<file path="src/sv/mme_pkg.sv">
// shared constants, types and helpers of the matrix multiply engine
package mme_pkg;

    // sizing
    localparam int MAX_DIM     = 8;
    localparam int DATA_WIDTH  = 16;
    localparam int ELEM_W      = (DATA_WIDTH < 16) ? DATA_WIDTH : 16;
    localparam int DEPTH       = MAX_DIM * MAX_DIM;
    localparam int ADDR_W      = $clog2(DEPTH);
    localparam int DIM_W       = $clog2(MAX_DIM);
    localparam int PROD_W      = 2 * ELEM_W;
    localparam int ACC_W       = PROD_W + DIM_W + 1;
    localparam int FRAC_BITS   = 8;
    localparam int QUEUE_DEPTH = 2;
    localparam int QPTR_W      = $clog2(QUEUE_DEPTH);

    // fixed field widths
    localparam int CFG_W   = 4;
    localparam int CIDX_W  = 2;
    localparam int INDEX_W = 6;
    localparam int VALUE_W = 16;
    localparam int POS_W   = 3;

    // saturation bounds at element width
    localparam logic signed [ACC_W-1:0] SAT_HI =
        ACC_W'((64'sd1 <<< (ELEM_W - 1)) - 64'sd1);
    localparam logic signed [ACC_W-1:0] SAT_LO = -SAT_HI - ACC_W'(1);

    // configuration register indexes
    typedef enum logic [CIDX_W-1:0] {
        REG_ROWS_M  = 2'd0,
        REG_INNER_K = 2'd1,
        REG_COLS_N  = 2'd2
    } t_reg;

    // item classes
    typedef enum logic [1:0] {
        OP_NOP    = 2'd0,
        OP_LOAD_A = 2'd1,
        OP_LOAD_B = 2'd2,
        OP_GO     = 2'd3
    } t_op;

    // queued item
    typedef struct packed {
        t_op               op;
        logic [ADDR_W-1:0] addr;
        logic [ELEM_W-1:0] value;
    } t_item;

    // dimension registers handed to the back end
    typedef struct packed {
        logic [CFG_W-1:0] rows_m;
        logic [CFG_W-1:0] inner_k;
        logic [CFG_W-1:0] cols_n;
    } t_dims;

    // tag that travels with each product through the datapath
    typedef struct packed {
        logic             first;
        logic             endsum;
        logic [DIM_W-1:0] row;
        logic [DIM_W-1:0] col;
        logic             last;
    } t_tag;

    // clamp a dimension register to 1..MAX_DIM and return its last index
    function automatic logic [DIM_W-1:0] dim_last(input logic [CFG_W-1:0] v);
        logic [DIM_W-1:0] r;
        if (v == '0) begin
            r = '0;
        end else if (32'(v) > MAX_DIM) begin
            r = DIM_W'(MAX_DIM - 1);
        end else begin
            r = DIM_W'(v - CFG_W'(1));
        end
        return r;
    endfunction

    // floor to q8.8, saturate to element width, sign-extend to the port
    function automatic logic [VALUE_W-1:0] finish_sum(input logic signed [ACC_W-1:0] sum);
        logic signed [ACC_W-1:0]  q;
        logic signed [ELEM_W-1:0] s;
        q = sum >>> FRAC_BITS;
        if (q > SAT_HI) begin
            s = SAT_HI[ELEM_W-1:0];
        end else if (q < SAT_LO) begin
            s = SAT_LO[ELEM_W-1:0];
        end else begin
            s = q[ELEM_W-1:0];
        end
        return VALUE_W'(s);
    endfunction

endpackage

</file>
<file path="src/sv/mme_front.sv">
// front end: takes input beats, classifies them and queues them for the back end
module mme_front (
    input  logic                           i_clk,
    input  logic                           i_rst_n,
    input  logic                           start,
    output logic                           busy,
    input  logic                           i_which_matrix,
    input  logic [mme_pkg::INDEX_W-1:0]    i_element_index,
    input  logic signed [mme_pkg::VALUE_W-1:0] i_element_value,
    input  logic                           i_go,
    output logic                           o_q_valid,
    output mme_pkg::t_item                 o_q_item,
    input  logic                           i_q_pop
);

    mme_pkg::t_item              r_queue [mme_pkg::QUEUE_DEPTH];
    logic [mme_pkg::QPTR_W-1:0]  r_wr_ptr, n_wr_ptr;
    logic [mme_pkg::QPTR_W-1:0]  r_rd_ptr, n_rd_ptr;
    logic [mme_pkg::QPTR_W:0]    r_count, n_count;
    mme_pkg::t_op                op;
    mme_pkg::t_item              item;
    logic                        push;

    // classify the beat
    always_comb begin
        if (i_go) begin
            op = mme_pkg::OP_GO;
        end else if (32'(i_element_index) >= mme_pkg::DEPTH) begin
            op = mme_pkg::OP_NOP;
        end else if (i_which_matrix) begin
            op = mme_pkg::OP_LOAD_B;
        end else begin
            op = mme_pkg::OP_LOAD_A;
        end
        item.op    = op;
        item.addr  = i_element_index[mme_pkg::ADDR_W-1:0];
        item.value = i_element_value[mme_pkg::ELEM_W-1:0];
    end

    assign busy      = (r_count == (mme_pkg::QPTR_W+1)'(mme_pkg::QUEUE_DEPTH));
    assign push      = start && !busy && (op != mme_pkg::OP_NOP);
    assign o_q_valid = (r_count != '0);
    assign o_q_item  = r_queue[r_rd_ptr];

    // queue pointers
    always_comb begin
        n_wr_ptr = r_wr_ptr;
        n_rd_ptr = r_rd_ptr;
        n_count  = r_count;
        if (push) begin
            n_wr_ptr = (r_wr_ptr == mme_pkg::QPTR_W'(mme_pkg::QUEUE_DEPTH - 1)) ?
                       '0 : r_wr_ptr + mme_pkg::QPTR_W'(1);
        end
        if (i_q_pop) begin
            n_rd_ptr = (r_rd_ptr == mme_pkg::QPTR_W'(mme_pkg::QUEUE_DEPTH - 1)) ?
                       '0 : r_rd_ptr + mme_pkg::QPTR_W'(1);
        end
        if (push && !i_q_pop) begin
            n_count = r_count + (mme_pkg::QPTR_W+1)'(1);
        end else if (!push && i_q_pop) begin
            n_count = r_count - (mme_pkg::QPTR_W+1)'(1);
        end
    end

    always_ff @(posedge i_clk) begin
        if (!i_rst_n) begin
            r_wr_ptr <= '0;
            r_rd_ptr <= '0;
            r_count  <= '0;
        end else begin
            r_wr_ptr <= n_wr_ptr;
            r_rd_ptr <= n_rd_ptr;
            r_count  <= n_count;
        end
    end

    // queue storage
    always_ff @(posedge i_clk) begin
        if (push) begin
            r_queue[r_wr_ptr] <= item;
        end
    end

    // fill level stays within the queue
    a_count_bound: assert property (@(posedge i_clk) disable iff (!i_rst_n)
        r_count <= (mme_pkg::QPTR_W+1)'(mme_pkg::QUEUE_DEPTH))
        else $error("queue overfilled");

    // back end pops only a filled queue
    a_pop_nonempty: assert property (@(posedge i_clk) disable iff (!i_rst_n)
        i_q_pop |-> (r_count != '0))
        else $error("pop from empty queue");

endmodule

</file>
<file path="src/sv/mme_back.sv">
// back end: element stores, product sequencer and multiply-accumulate datapath
module mme_back (
    input  logic                          i_clk,
    input  logic                          i_rst_n,
    input  mme_pkg::t_dims                i_dims,
    input  logic                          i_q_valid,
    input  mme_pkg::t_item                i_q_item,
    output logic                          o_q_pop,
    output logic                          o_valid,
    output logic [mme_pkg::POS_W-1:0]     o_out_row,
    output logic [mme_pkg::POS_W-1:0]     o_out_col,
    output logic signed [mme_pkg::VALUE_W-1:0] o_out_value,
    output logic                          o_last
);

    typedef enum logic [1:0] {
        ST_IDLE = 2'b01,
        ST_RUN  = 2'b10
    } t_state;

    t_state                            r_state, n_state;
    logic [mme_pkg::DIM_W-1:0]         r_i, n_i, r_j, n_j, r_t, n_t;
    logic [mme_pkg::DIM_W-1:0]         r_mlast, n_mlast, r_klast, n_klast, r_nlast, n_nlast;
    logic [mme_pkg::ADDR_W-1:0]        r_a_base, n_a_base, r_b_ptr, n_b_ptr;
    logic [mme_pkg::ADDR_W-1:0]        addr_a, k_step, n_step;
    logic                              wr_a, wr_b, issue;
    mme_pkg::t_tag                     tag0;

    logic [mme_pkg::ELEM_W-1:0]        mem_a [mme_pkg::DEPTH];
    logic [mme_pkg::ELEM_W-1:0]        mem_b [mme_pkg::DEPTH];
    logic [mme_pkg::ELEM_W-1:0]        r_rd_a, r_rd_b;
    logic                              r_v1, r_v2;
    mme_pkg::t_tag                     r_tag1, r_tag2;
    logic signed [mme_pkg::PROD_W-1:0] r_prod;
    logic signed [mme_pkg::ACC_W-1:0]  r_acc, n_acc;
    logic                              r_out_valid;
    logic [mme_pkg::POS_W-1:0]         r_out_row, r_out_col;
    logic [mme_pkg::VALUE_W-1:0]       r_out_value;
    logic                              r_out_last;

    assign k_step = mme_pkg::ADDR_W'(r_klast) + mme_pkg::ADDR_W'(1);
    assign n_step = mme_pkg::ADDR_W'(r_nlast) + mme_pkg::ADDR_W'(1);
    assign addr_a = r_a_base + mme_pkg::ADDR_W'(r_t);

    // tag of the product issued this cycle
    always_comb begin
        tag0.first  = (r_t == '0);
        tag0.endsum = (r_t == r_klast);
        tag0.row    = r_i;
        tag0.col    = r_j;
        tag0.last   = (r_i == r_mlast) && (r_j == r_nlast);
    end

    // sequencer: pop items, run i/j/t walk for a go
    always_comb begin
        n_state  = r_state;
        n_i      = r_i;
        n_j      = r_j;
        n_t      = r_t;
        n_mlast  = r_mlast;
        n_klast  = r_klast;
        n_nlast  = r_nlast;
        n_a_base = r_a_base;
        n_b_ptr  = r_b_ptr;
        o_q_pop  = 1'b0;
        wr_a     = 1'b0;
        wr_b     = 1'b0;
        issue    = 1'b0;
        case (r_state)
            ST_IDLE: begin
                if (i_q_valid) begin
                    o_q_pop = 1'b1;
                    case (i_q_item.op)
                        mme_pkg::OP_LOAD_A: wr_a = 1'b1;
                        mme_pkg::OP_LOAD_B: wr_b = 1'b1;
                        mme_pkg::OP_GO: begin
                            n_state  = ST_RUN;
                            n_i      = '0;
                            n_j      = '0;
                            n_t      = '0;
                            n_mlast  = mme_pkg::dim_last(i_dims.rows_m);
                            n_klast  = mme_pkg::dim_last(i_dims.inner_k);
                            n_nlast  = mme_pkg::dim_last(i_dims.cols_n);
                            n_a_base = '0;
                            n_b_ptr  = '0;
                        end
                        default: ;
                    endcase
                end
            end
            ST_RUN: begin
                issue = 1'b1;
                if (r_t != r_klast) begin
                    n_t     = r_t + mme_pkg::DIM_W'(1);
                    n_b_ptr = r_b_ptr + n_step;
                end else begin
                    n_t = '0;
                    if (r_j != r_nlast) begin
                        n_j     = r_j + mme_pkg::DIM_W'(1);
                        n_b_ptr = mme_pkg::ADDR_W'(r_j) + mme_pkg::ADDR_W'(1);
                    end else begin
                        n_j     = '0;
                        n_b_ptr = '0;
                        if (r_i != r_mlast) begin
                            n_i      = r_i + mme_pkg::DIM_W'(1);
                            n_a_base = r_a_base + k_step;
                        end else begin
                            n_state = ST_IDLE;
                        end
                    end
                end
            end
            default: n_state = ST_IDLE;
        endcase
    end

    always_ff @(posedge i_clk) begin
        if (!i_rst_n) begin
            r_state <= ST_IDLE;
        end else begin
            r_state <= n_state;
        end
        r_i      <= n_i;
        r_j      <= n_j;
        r_t      <= n_t;
        r_mlast  <= n_mlast;
        r_klast  <= n_klast;
        r_nlast  <= n_nlast;
        r_a_base <= n_a_base;
        r_b_ptr  <= n_b_ptr;
    end

    // element stores with registered read
    always_ff @(posedge i_clk) begin
        if (wr_a) begin
            mem_a[i_q_item.addr] <= i_q_item.value;
        end
        if (issue) begin
            r_rd_a <= mem_a[addr_a];
        end
    end

    always_ff @(posedge i_clk) begin
        if (wr_b) begin
            mem_b[i_q_item.addr] <= i_q_item.value;
        end
        if (issue) begin
            r_rd_b <= mem_b[r_b_ptr];
        end
    end

    // accumulate, and finish on the last term of a dot product
    always_comb begin
        if (r_tag2.first) begin
            n_acc = mme_pkg::ACC_W'(r_prod);
        end else begin
            n_acc = r_acc + mme_pkg::ACC_W'(r_prod);
        end
    end

    // pipeline valids
    always_ff @(posedge i_clk) begin
        if (!i_rst_n) begin
            r_v1        <= 1'b0;
            r_v2        <= 1'b0;
            r_out_valid <= 1'b0;
        end else begin
            r_v1        <= issue;
            r_v2        <= r_v1;
            r_out_valid <= r_v2 && r_tag2.endsum;
        end
    end

    // datapath stages
    always_ff @(posedge i_clk) begin
        r_tag1 <= tag0;
        r_tag2 <= r_tag1;
        r_prod <= $signed(r_rd_a) * $signed(r_rd_b);
        if (r_v2) begin
            r_acc <= n_acc;
        end
        if (r_v2 && r_tag2.endsum) begin
            r_out_row   <= mme_pkg::POS_W'(r_tag2.row);
            r_out_col   <= mme_pkg::POS_W'(r_tag2.col);
            r_out_value <= mme_pkg::finish_sum(n_acc);
            r_out_last  <= r_tag2.last;
        end
    end

    assign o_valid     = r_out_valid;
    assign o_out_row   = r_out_row;
    assign o_out_col   = r_out_col;
    assign o_out_value = r_out_value;
    assign o_last      = r_out_last;

    // every cycle of a run feeds the read stage
    a_run_feeds: assert property (@(posedge i_clk) disable iff (!i_rst_n)
        (r_state == ST_RUN) |=> r_v1)
        else $error("run cycle did not issue a read");

    // a result beat comes only from a finished dot product
    a_result_source: assert property (@(posedge i_clk) disable iff (!i_rst_n)
        r_out_valid |-> $past(r_v2 && r_tag2.endsum))
        else $error("result beat without finished sum");

    // stores are never written while a run reads them
    a_no_write_in_run: assert property (@(posedge i_clk) disable iff (!i_rst_n)
        (wr_a || wr_b) |-> (r_state == ST_IDLE))
        else $error("store written during a run");

endmodule

</file>
<file path="src/sv/matrix_multiply_engine_unit.sv">
// top level of the matrix multiply engine: configuration registers and front/back wiring
//
// usage
//   configuration: write rows_m, inner_k, cols_n (index 0, 1, 2) through
//   i_cfg_we / i_cfg_idx / i_cfg_data while the engine is idle; each resets to 1.
//   input: a beat is taken when start is high and busy is low. a load beat
//   (i_go low) writes one q8.8 element of A or B at its row-major index; a go
//   beat (i_go high) starts C = A * B with the current shape.
//   output: o_valid strobes for one cycle per element of C, in row-major order,
//   with o_out_row, o_out_col, o_out_value and o_last on the final element.
//   timing: beats enter a two-entry queue; busy is high only while it is full.
//   a load leaves the queue once the back end is idle. a go occupies the single
//   multiply-accumulate unit for rows_m * cols_n * inner_k products, one product
//   per cycle, gated by the one read port of each element store; each result
//   passes the store read registers, the product register and the output register
//   after the last term of its dot product is issued.
//   reset: synchronous, active low; clears the queue and the pipeline, sets all
//   dimensions to 1. store contents are undefined until written. the receiver
//   cannot stall, results are never held back.
module matrix_multiply_engine_unit (
    input  logic                               i_clk,
    input  logic                               i_rst_n,
    input  logic                               i_cfg_we,
    input  logic [mme_pkg::CIDX_W-1:0]         i_cfg_idx,
    input  logic [mme_pkg::CFG_W-1:0]          i_cfg_data,
    input  logic                               start,
    output logic                               busy,
    input  logic                               i_which_matrix,
    input  logic [mme_pkg::INDEX_W-1:0]        i_element_index,
    input  logic signed [mme_pkg::VALUE_W-1:0] i_element_value,
    input  logic                               i_go,
    output logic                               o_valid,
    output logic [mme_pkg::POS_W-1:0]          o_out_row,
    output logic [mme_pkg::POS_W-1:0]          o_out_col,
    output logic signed [mme_pkg::VALUE_W-1:0] o_out_value,
    output logic                               o_last
);

    mme_pkg::t_dims r_dims;
    logic           q_valid;
    logic           q_pop;
    mme_pkg::t_item q_item;

    // configuration registers
    always_ff @(posedge i_clk) begin
        if (!i_rst_n) begin
            r_dims.rows_m  <= mme_pkg::CFG_W'(1);
            r_dims.inner_k <= mme_pkg::CFG_W'(1);
            r_dims.cols_n  <= mme_pkg::CFG_W'(1);
        end else if (i_cfg_we) begin
            case (i_cfg_idx)
                mme_pkg::REG_ROWS_M:  r_dims.rows_m  <= i_cfg_data;
                mme_pkg::REG_INNER_K: r_dims.inner_k <= i_cfg_data;
                mme_pkg::REG_COLS_N:  r_dims.cols_n  <= i_cfg_data;
                default: ;
            endcase
        end
    end

    // accept and queue
    mme_front u_front (
        .i_clk           (i_clk),
        .i_rst_n         (i_rst_n),
        .start           (start),
        .busy            (busy),
        .i_which_matrix  (i_which_matrix),
        .i_element_index (i_element_index),
        .i_element_value (i_element_value),
        .i_go            (i_go),
        .o_q_valid       (q_valid),
        .o_q_item        (q_item),
        .i_q_pop         (q_pop)
    );

    // stores and multiply-accumulate
    mme_back u_back (
        .i_clk       (i_clk),
        .i_rst_n     (i_rst_n),
        .i_dims      (r_dims),
        .i_q_valid   (q_valid),
        .i_q_item    (q_item),
        .o_q_pop     (q_pop),
        .o_valid     (o_valid),
        .o_out_row   (o_out_row),
        .o_out_col   (o_out_col),
        .o_out_value (o_out_value),
        .o_last      (o_last)
    );

endmodule
</file>
<file path="config.mk">
export PLATFORM = sky130hd
export DESIGN_NAME = matrix_multiply_engine_unit
export DESIGN_NICKNAME = d
export VERILOG_FILES = /design/src/sv/mme_pkg.sv /design/src/sv/mme_front.sv /design/src/sv/mme_back.sv /design/src/sv/matrix_multiply_engine_unit.sv
export SDC_FILE = /design/constraint.sdc
export NUM_CORES = 2
export LEC_CHECK = 0
export BUFFER_PORTS_ARGS = -buffer_cell sky130_fd_sc_hd__buf_2
export CORE_MARGIN = 2
export CORE_UTILIZATION = 53
export DETAILED_ROUTE_END_ITERATION = 10
export GPL_TIMING_DRIVEN = 0
export PLACE_DENSITY = 0.68
export SLEW_MARGIN = 20
export SYNTH_ARGS = -nofsm -noshare
export SYNTH_HDL_FRONTEND = slang
export SYNTH_SLANG_ARGS = --single-unit
</file>
<file path="constraint.sdc">
create_clock -name i_clk -period 6.9 [get_ports i_clk]
set_input_delay 1.035 -clock i_clk [delete_from_list [all_inputs] [get_ports i_clk]]
set_output_delay 1.035 -clock i_clk [all_outputs]
set_load 0.02 [all_outputs]
</file>
* Yosys cells after proc, flatten, opt, wreduce, memory -nomap -nowiden
Memory sizes are Yosys's and may differ from the RTL's. A register that Yosys moved wholly into a read port is not among the register bits.
Cells that the tools add are included.
** Operators by class
- Add/sub/neg operators :: 17
- Multiply operators :: 1
- Magnitude comparators :: 5
- Equality and inequality tests :: 20
- Mux-type cells :: 54
- Reduce and logical (&&, ||, !) cells :: 26
** Operators with widths (count)
- 2-to-1 mux 6 bit :: 7
- adder 36 x 32 -> 36 bit :: 1
- 2-to-1 mux 36 bit :: 1
- 2-to-1 mux 3 bit :: 11
- multiplier 16 x 16 -> 32 bit :: 1
- greater-than comparator 28 x 16 -> 1 bit, second input constant :: 1
- < comparator 28 x 16 -> 1 bit, second input constant :: 1
- one-hot mux 6 bit (2 select lines) :: 2
- 2-to-1 mux 1 bit :: 19
- 2-to-1 mux 2 bit :: 9
- one-hot mux 3 bit (2 select lines) :: 3
- 2-to-1 mux 16 bit :: 1
- adder 3 x 1 -> 4 bit, second input constant :: 3
- adder 6 bit :: 2
- greater-than comparator 4 bit, second input constant :: 3
- zero test 4 bit :: 3
- equality test 2 bit, second input constant :: 5
- != test 2 bit, second input constant :: 5
- adder 3 x 1 -> 3 bit, second input constant :: 3
- equality test 3 bit :: 3
- != test 3 bit :: 3
- subtractor 3 x 1 -> 3 bit, second input constant :: 3
- nonzero test 2 bit :: 4
- adder 6 x 3 -> 6 bit :: 1
- 15 further kinds :: 28
** Word-level totals
- Register bits :: 160
- RAM bits :: 2096
- Bits of input ports :: 34
- Memories kept :: 3
** Memories
- u_back.mem_a :: depth 64, bits a word 16, rd ports 1, clocked after memory_dff 1, write ports 1, line mme_back.sv:29 : logic [mme_pkg::ELEM_W-1:0] mem_a [mme_pkg::DEPTH];
- u_back.mem_b :: depth 64, bits a word 16, rd ports 1, clocked after memory_dff 1, write ports 1, line mme_back.sv:30 : logic [mme_pkg::ELEM_W-1:0] mem_b [mme_pkg::DEPTH];
- u_front.r_queue :: depth 2, bits a word 24, rd ports 1, clocked after memory_dff 1, write ports 1, line mme_front.sv:16 : mme_pkg::t_item r_queue [mme_pkg::QUEUE_DEPTH];

* Depth between registers and ports, before layout
- Depth in word-level cells :: 8
- Gate-level depth with buffers :: 26

* Cells and area by module
A second synthesis with hierarchy kept.
** Second synthesis, totals
- Cell total of the unflattened synthesis :: 5002
- Area, all modules :: 98510.7 µm²
** Modules (own cells, without submodules)
- mme_back :: instances 1, cells each 4854, area an instance 96059.6 µm², seq. area each 66233.5 µm²
- mme_front :: instances 1, cells each 102, area an instance 1981.9 µm², seq. area each 1541.5 µm²
- matrix_multiply_engine_unit :: instances 1, cells each 46, area an instance 469.2 µm², seq. area each 240.2 µm²

* Worst setup path before layout
No wires, ideal clock.
- Kind :: reg2reg
- Start :: reg u_back.r_rd_a[10] in the netlist's numbering (read register of u_back.mem_a)
- End :: reg u_back.r_prod[30] in the netlist's numbering
- Library setup time :: 0.118 ns
- Arrival :: 6.026 ns
- Path slack :: 0.756 ns
- Cell stages (with the launch flop) :: 23
- Buffers on the path :: 1
- Clock period less this slack :: 6.144 ns
- Cells stage by stage :: edfxtp_1 clkbuf_1 nand2_1 fa_1 fa_1 fa_1 fa_1 inv_1 fa_1 inv_1 fa_1 inv_1 ha_1 and3_1 nand2_1 o31ai_1 a2bb2oi_1 o31ai_1 nand4_1 a31oi_1 o21a_1 nor2_1 xnor2_1
** On the way
- Longest elaborated chain between the ends :: 1
** Ends and longest elaborated chain
- from (decl) :: line mme_back.sv:31 : logic [mme_pkg::ELEM_W-1:0] r_rd_a, r_rd_b;
- multiplier 16 x 16 -> 32 bit :: line mme_back.sv:178 : r_prod <= $signed(r_rd_a) * $signed(r_rd_b);
- to (signal assigned) :: line mme_back.sv:178
- to (decl) :: line mme_back.sv:34 : logic signed [mme_pkg::PROD_W-1:0] r_prod;
No other way between the ends.
A chain may end at the register's enable or synchronous reset.

* Worst setup path after layout
- Start :: reg u_back.r_rd_b[4] in the netlist's numbering (read register of u_back.mem_b)
- End :: reg u_back.r_prod[30] in the netlist's numbering
** On the way
- Longest elaborated chain between the ends :: 1
** Ends and longest elaborated chain (line)
- from (decl) :: mme_back.sv:31
- multiplier 16 x 16 -> 32 bit :: mme_back.sv:178
No other way between the ends.

==> results.yml <==
yosys:
  netlist-cell-type-count: 74
  synthAdderAreaFrac_pct: 7.14
  synth-edff-count: 2217
  synth-xor-area-share_pct: 0.789
  synth_top_family_by_area: "multiplexers"
  synth_flop_cell: "edfxtp_1"
  synth_nets: 5489
  synth_area_sq_um: 98800
  netlist_instances: 5051
  synth_area_per_cell_sq_um: 19.6
  yosys_warnings: 0
  synthSimpleGateAreaFrac_pct: 3.29
  postSynth.asyncResetShare_pct: 0
  synth_compound_area_share_pct: 1.97
  synth_mux_area_share_pct: 15.7
  ys_seq_area_share_pct: 68.9
  ys_ff_latch: 2289
clocking:
  htreeDepth: 4
  path_clk_slew_ps: 60
  clock_latency_ps: 870
  cts-root-buf: "clkbuf_16"
  cts_tree: "built"
  cts_buffers: 221
  cts.sinks: 2289
  clock_path_buffers: 3
routing:
  firstDrtPassIters: 6
  via_count: 49600
  drc: 0
  wl_per_cell_microns: 29.0
  first_iter_violations: 6185
  vias_per_cell: 6.08
  drtAntennaViolNets: 0
  totalWireLength_mm: 237
sta:
  slew_headroom_pct: 17.7
  fin_ws_ps: 251
  hold_viol: 0
  fin_crit_sh_pct: 96.4
  maxSlewViolCount: 0
  max_freq_ghz: 0.150
  setup_viol: 0
  period_needed_ps: 6650
  worstMarginPinSlew_ps: 1230
  setup_tns_ps: 0
  final.setup_skew_ps: 45.4
  rsz0062_at_grt: "no"
final_layout:
  drive_gt1_share_pct: 25.1
  design_area_sq_um: 112000
  finalCoreUtilization_pct: 60.5
  area_growth_pct: 13.5
  stdcell_count: 8168
  nNetsFinal: 5933
floorplanning:
  design.die.area_sq_um: 190000
  ios: 59
  die_x_microns: 436
  core.rowCount: 158
  start_util_pct: 53.3
  die_h_microns: 436
  coreArea_sq_um: 185000
critical_path:
  worst-r2r-setup-slack_ps: 250
  worstRegToRegCells: 24
  rr_startpoint: "u_back.r_rd_b[4]"
  r2r-end: "u_back.r_prod[30]"
  end_kind: "flip-flop"
  cp.required_ps: 7680
  critPathKind: "flip-flop to flip-flop"
  cp_max_fo: 10
  crit_arrival_ps: 7430
  cp-start-kind: "flip-flop"
place:
  dp_cells: 7738
  hpwlAfterDp_mm: 162
  pre_cts_slack_ps: -583
  gp_congestion: 0.912
  io_buffers: 58
  placed_cell_area_sq_um: 105000
grt:
  gr-total-overflow: 0
  grt_pass1_vias: 50400
  grtUsageTotal_pct: 25.2
  antenna_found_initial: 16
  grt_max_degree: 125
  grt_pass1_wl_mm: 346
hold_path:
  whs_path_depth: 0
  min-delay-start: "u_back.r_tag1[6]"
  hold_class: "flip-flop to flip-flop"
  whs_endpoint: "u_back.r_tag2[6]"
power:
  ir_worst_vdd_v: 0.000450
  power.density_nw_per_um2: 374
  p_leak_nw: 37.6
job:
  maxCapViolCount: 0
status:
  status: "finished clean"
## area by class of cell
cell class              count  area [sq um]
fillers                 13100         73100
flip-flops and latches   2289         68000
multi-input cells        2179         29200
clock buffers             273          5810
well taps                2480          3100
repair buffers            223          2580
inverters                 374          1410
clock inverters           134          1140
plain buffers             207           851
diodes                      9          22.5
## critical path, cell delays in order, from the launching register on
cell and delay [ps]:
edfxtp_1 550, clkbuf_2 290, and2_1 210, fa_1 530, inv_1 50, fa_1 460
fa_1 550, inv_1 70, fa_1 490, fa_1 490, inv_1 50, fa_1 470
inv_1 40, ha_1 340, and3_1 240, a31o_2 250, a21oi_1 210, o31ai_4 150
a2bb2oi_2 290, o31ai_2 160, nand4_1 170, a31oi_1 100, o21a_1 180, nor2_1 110
xnor2_1 140
## layer usage
layer  vias up  track usage [%]  part of all wire [%]
li1      20700                -                     -
met1     26300             35.8                    40
met2      2210             40.2                    48
met3       382             4.61                   8.2
met4         6             8.13                   3.2
met5         -                0                 0.017
## worst max-delay path by stage
stage	cells past startpoint	end	from
final	24	u_back.r_prod[30]	u_back.r_rd_b[4]
after global routing	23	u_back.r_prod[31]	u_back.r_rd_a[14]
after CTS	23	u_back.r_prod[30]	u_back.r_rd_b[6]
after detailed placement	22	u_back.r_prod[30]	u_back.r_rd_a[10]
after global placement	22	u_back.r_prod[30]	u_back.r_rd_a[9]
after floorplan	22	u_back.r_prod[30]	u_back.r_rd_a[10]
## synthesized netlist by cell type, types with 6 or more instances
master	count	area, sq um
o21a_1	12	90.1
edfxtp_1	2217	66600
nor2b_1	21	131
buf_1	54	203
mux4_2	672	15100
and2_1	131	820
nor2_1	199	747
mux2_2	21	236
inv_1	372	1400
o21bai_1	13	97.6
a21bo_1	10	100
a211oi_1	12	90.1
nand2_1	213	800
a21o_1	36	270
a31oi_1	13	81.3
o211ai_1	10	75.1
nor3_1	14	70.1
xnor2_1	60	526
clkbuf_1	147	552
fa_1	266	5330
a21oi_1	74	370
mux2i_1	12	120
buf_2	6	30.0
o21ai_0	58	290
nand3_1	36	180
o32ai_1	8	70.1
nand2b_1	23	144
dfxtp_1	72	1440
xor2_1	29	254
o31ai_1	8	60.1
and3_1	15	93.8
nand4_1	6	37.5
ha_1	138	1730
## cells in the final DEF (no fill, tap or decap), drive strengths merged, types with 131 or more instances in the layout
master	count
mux4	672
fa	266
ha	138
buf	280
and2	131
nand2	213
clkbuf	423
edfxtp	2217
nor2	199
inv	384
## cell families (layout without fill, tap and decap cells)
logic type | count (synthesis) | in the layout
mux | 706 | 706
compound gates | 292 | 292
flops | 2289 | 2289
fa+ha+maj | 404 | 404
buf+inv | 583 | 1211
xor+xnor | 89 | 89
simple gates | 688 | 688
other cells | 0 | 9
## state kept, by name, indices dropped and copies added (netlist names), 12 cells and up, named ones only
register            flops
r_dims                 12
u_back.mem_b         1024
u_front.r_queue        48
u_back.r_acc           36
u_back.r_rd_b          16
u_back.mem_a         1024
u_back.r_rd_a          16
u_back.o_out_value     16
u_back.r_prod          32
## repair_timing
| action | in CTS | in global routing |
|---|---|---|
| pin swaps | 0 | 2 |
| hold buffers | 0 | 0 |
| endpoints found under the setup margin | 5 | 5 |
| resized for setup | 22 | 22 |
| buffers inserted | 3 | 13 |
## through the flow
stage | hold WS, ps | power, mW
2_1_floorplan | 310 | 25.5
3_3_place_gp | 312 | 30.0
3_5_place_dp | 312 | 30.4
4_1_cts | 283 | 42.0
5_1_grt | 309 | 43.4
6_report | 325 | 41.9
## power by group
| part | leakage (nW) | switching, mW | internal (mW) |
|---|---|---|---|
| Sequential | 20.5 | 0.172 | 16.8 |
| Combinational | 13.7 | 7.97 | 5.30 |
| Clock | 3.37 | 5.16 | 6.50 |
| Total | 37.6 | 13.3 | 28.6 |
No activity file was read; power rests on OpenSTA's default activity.
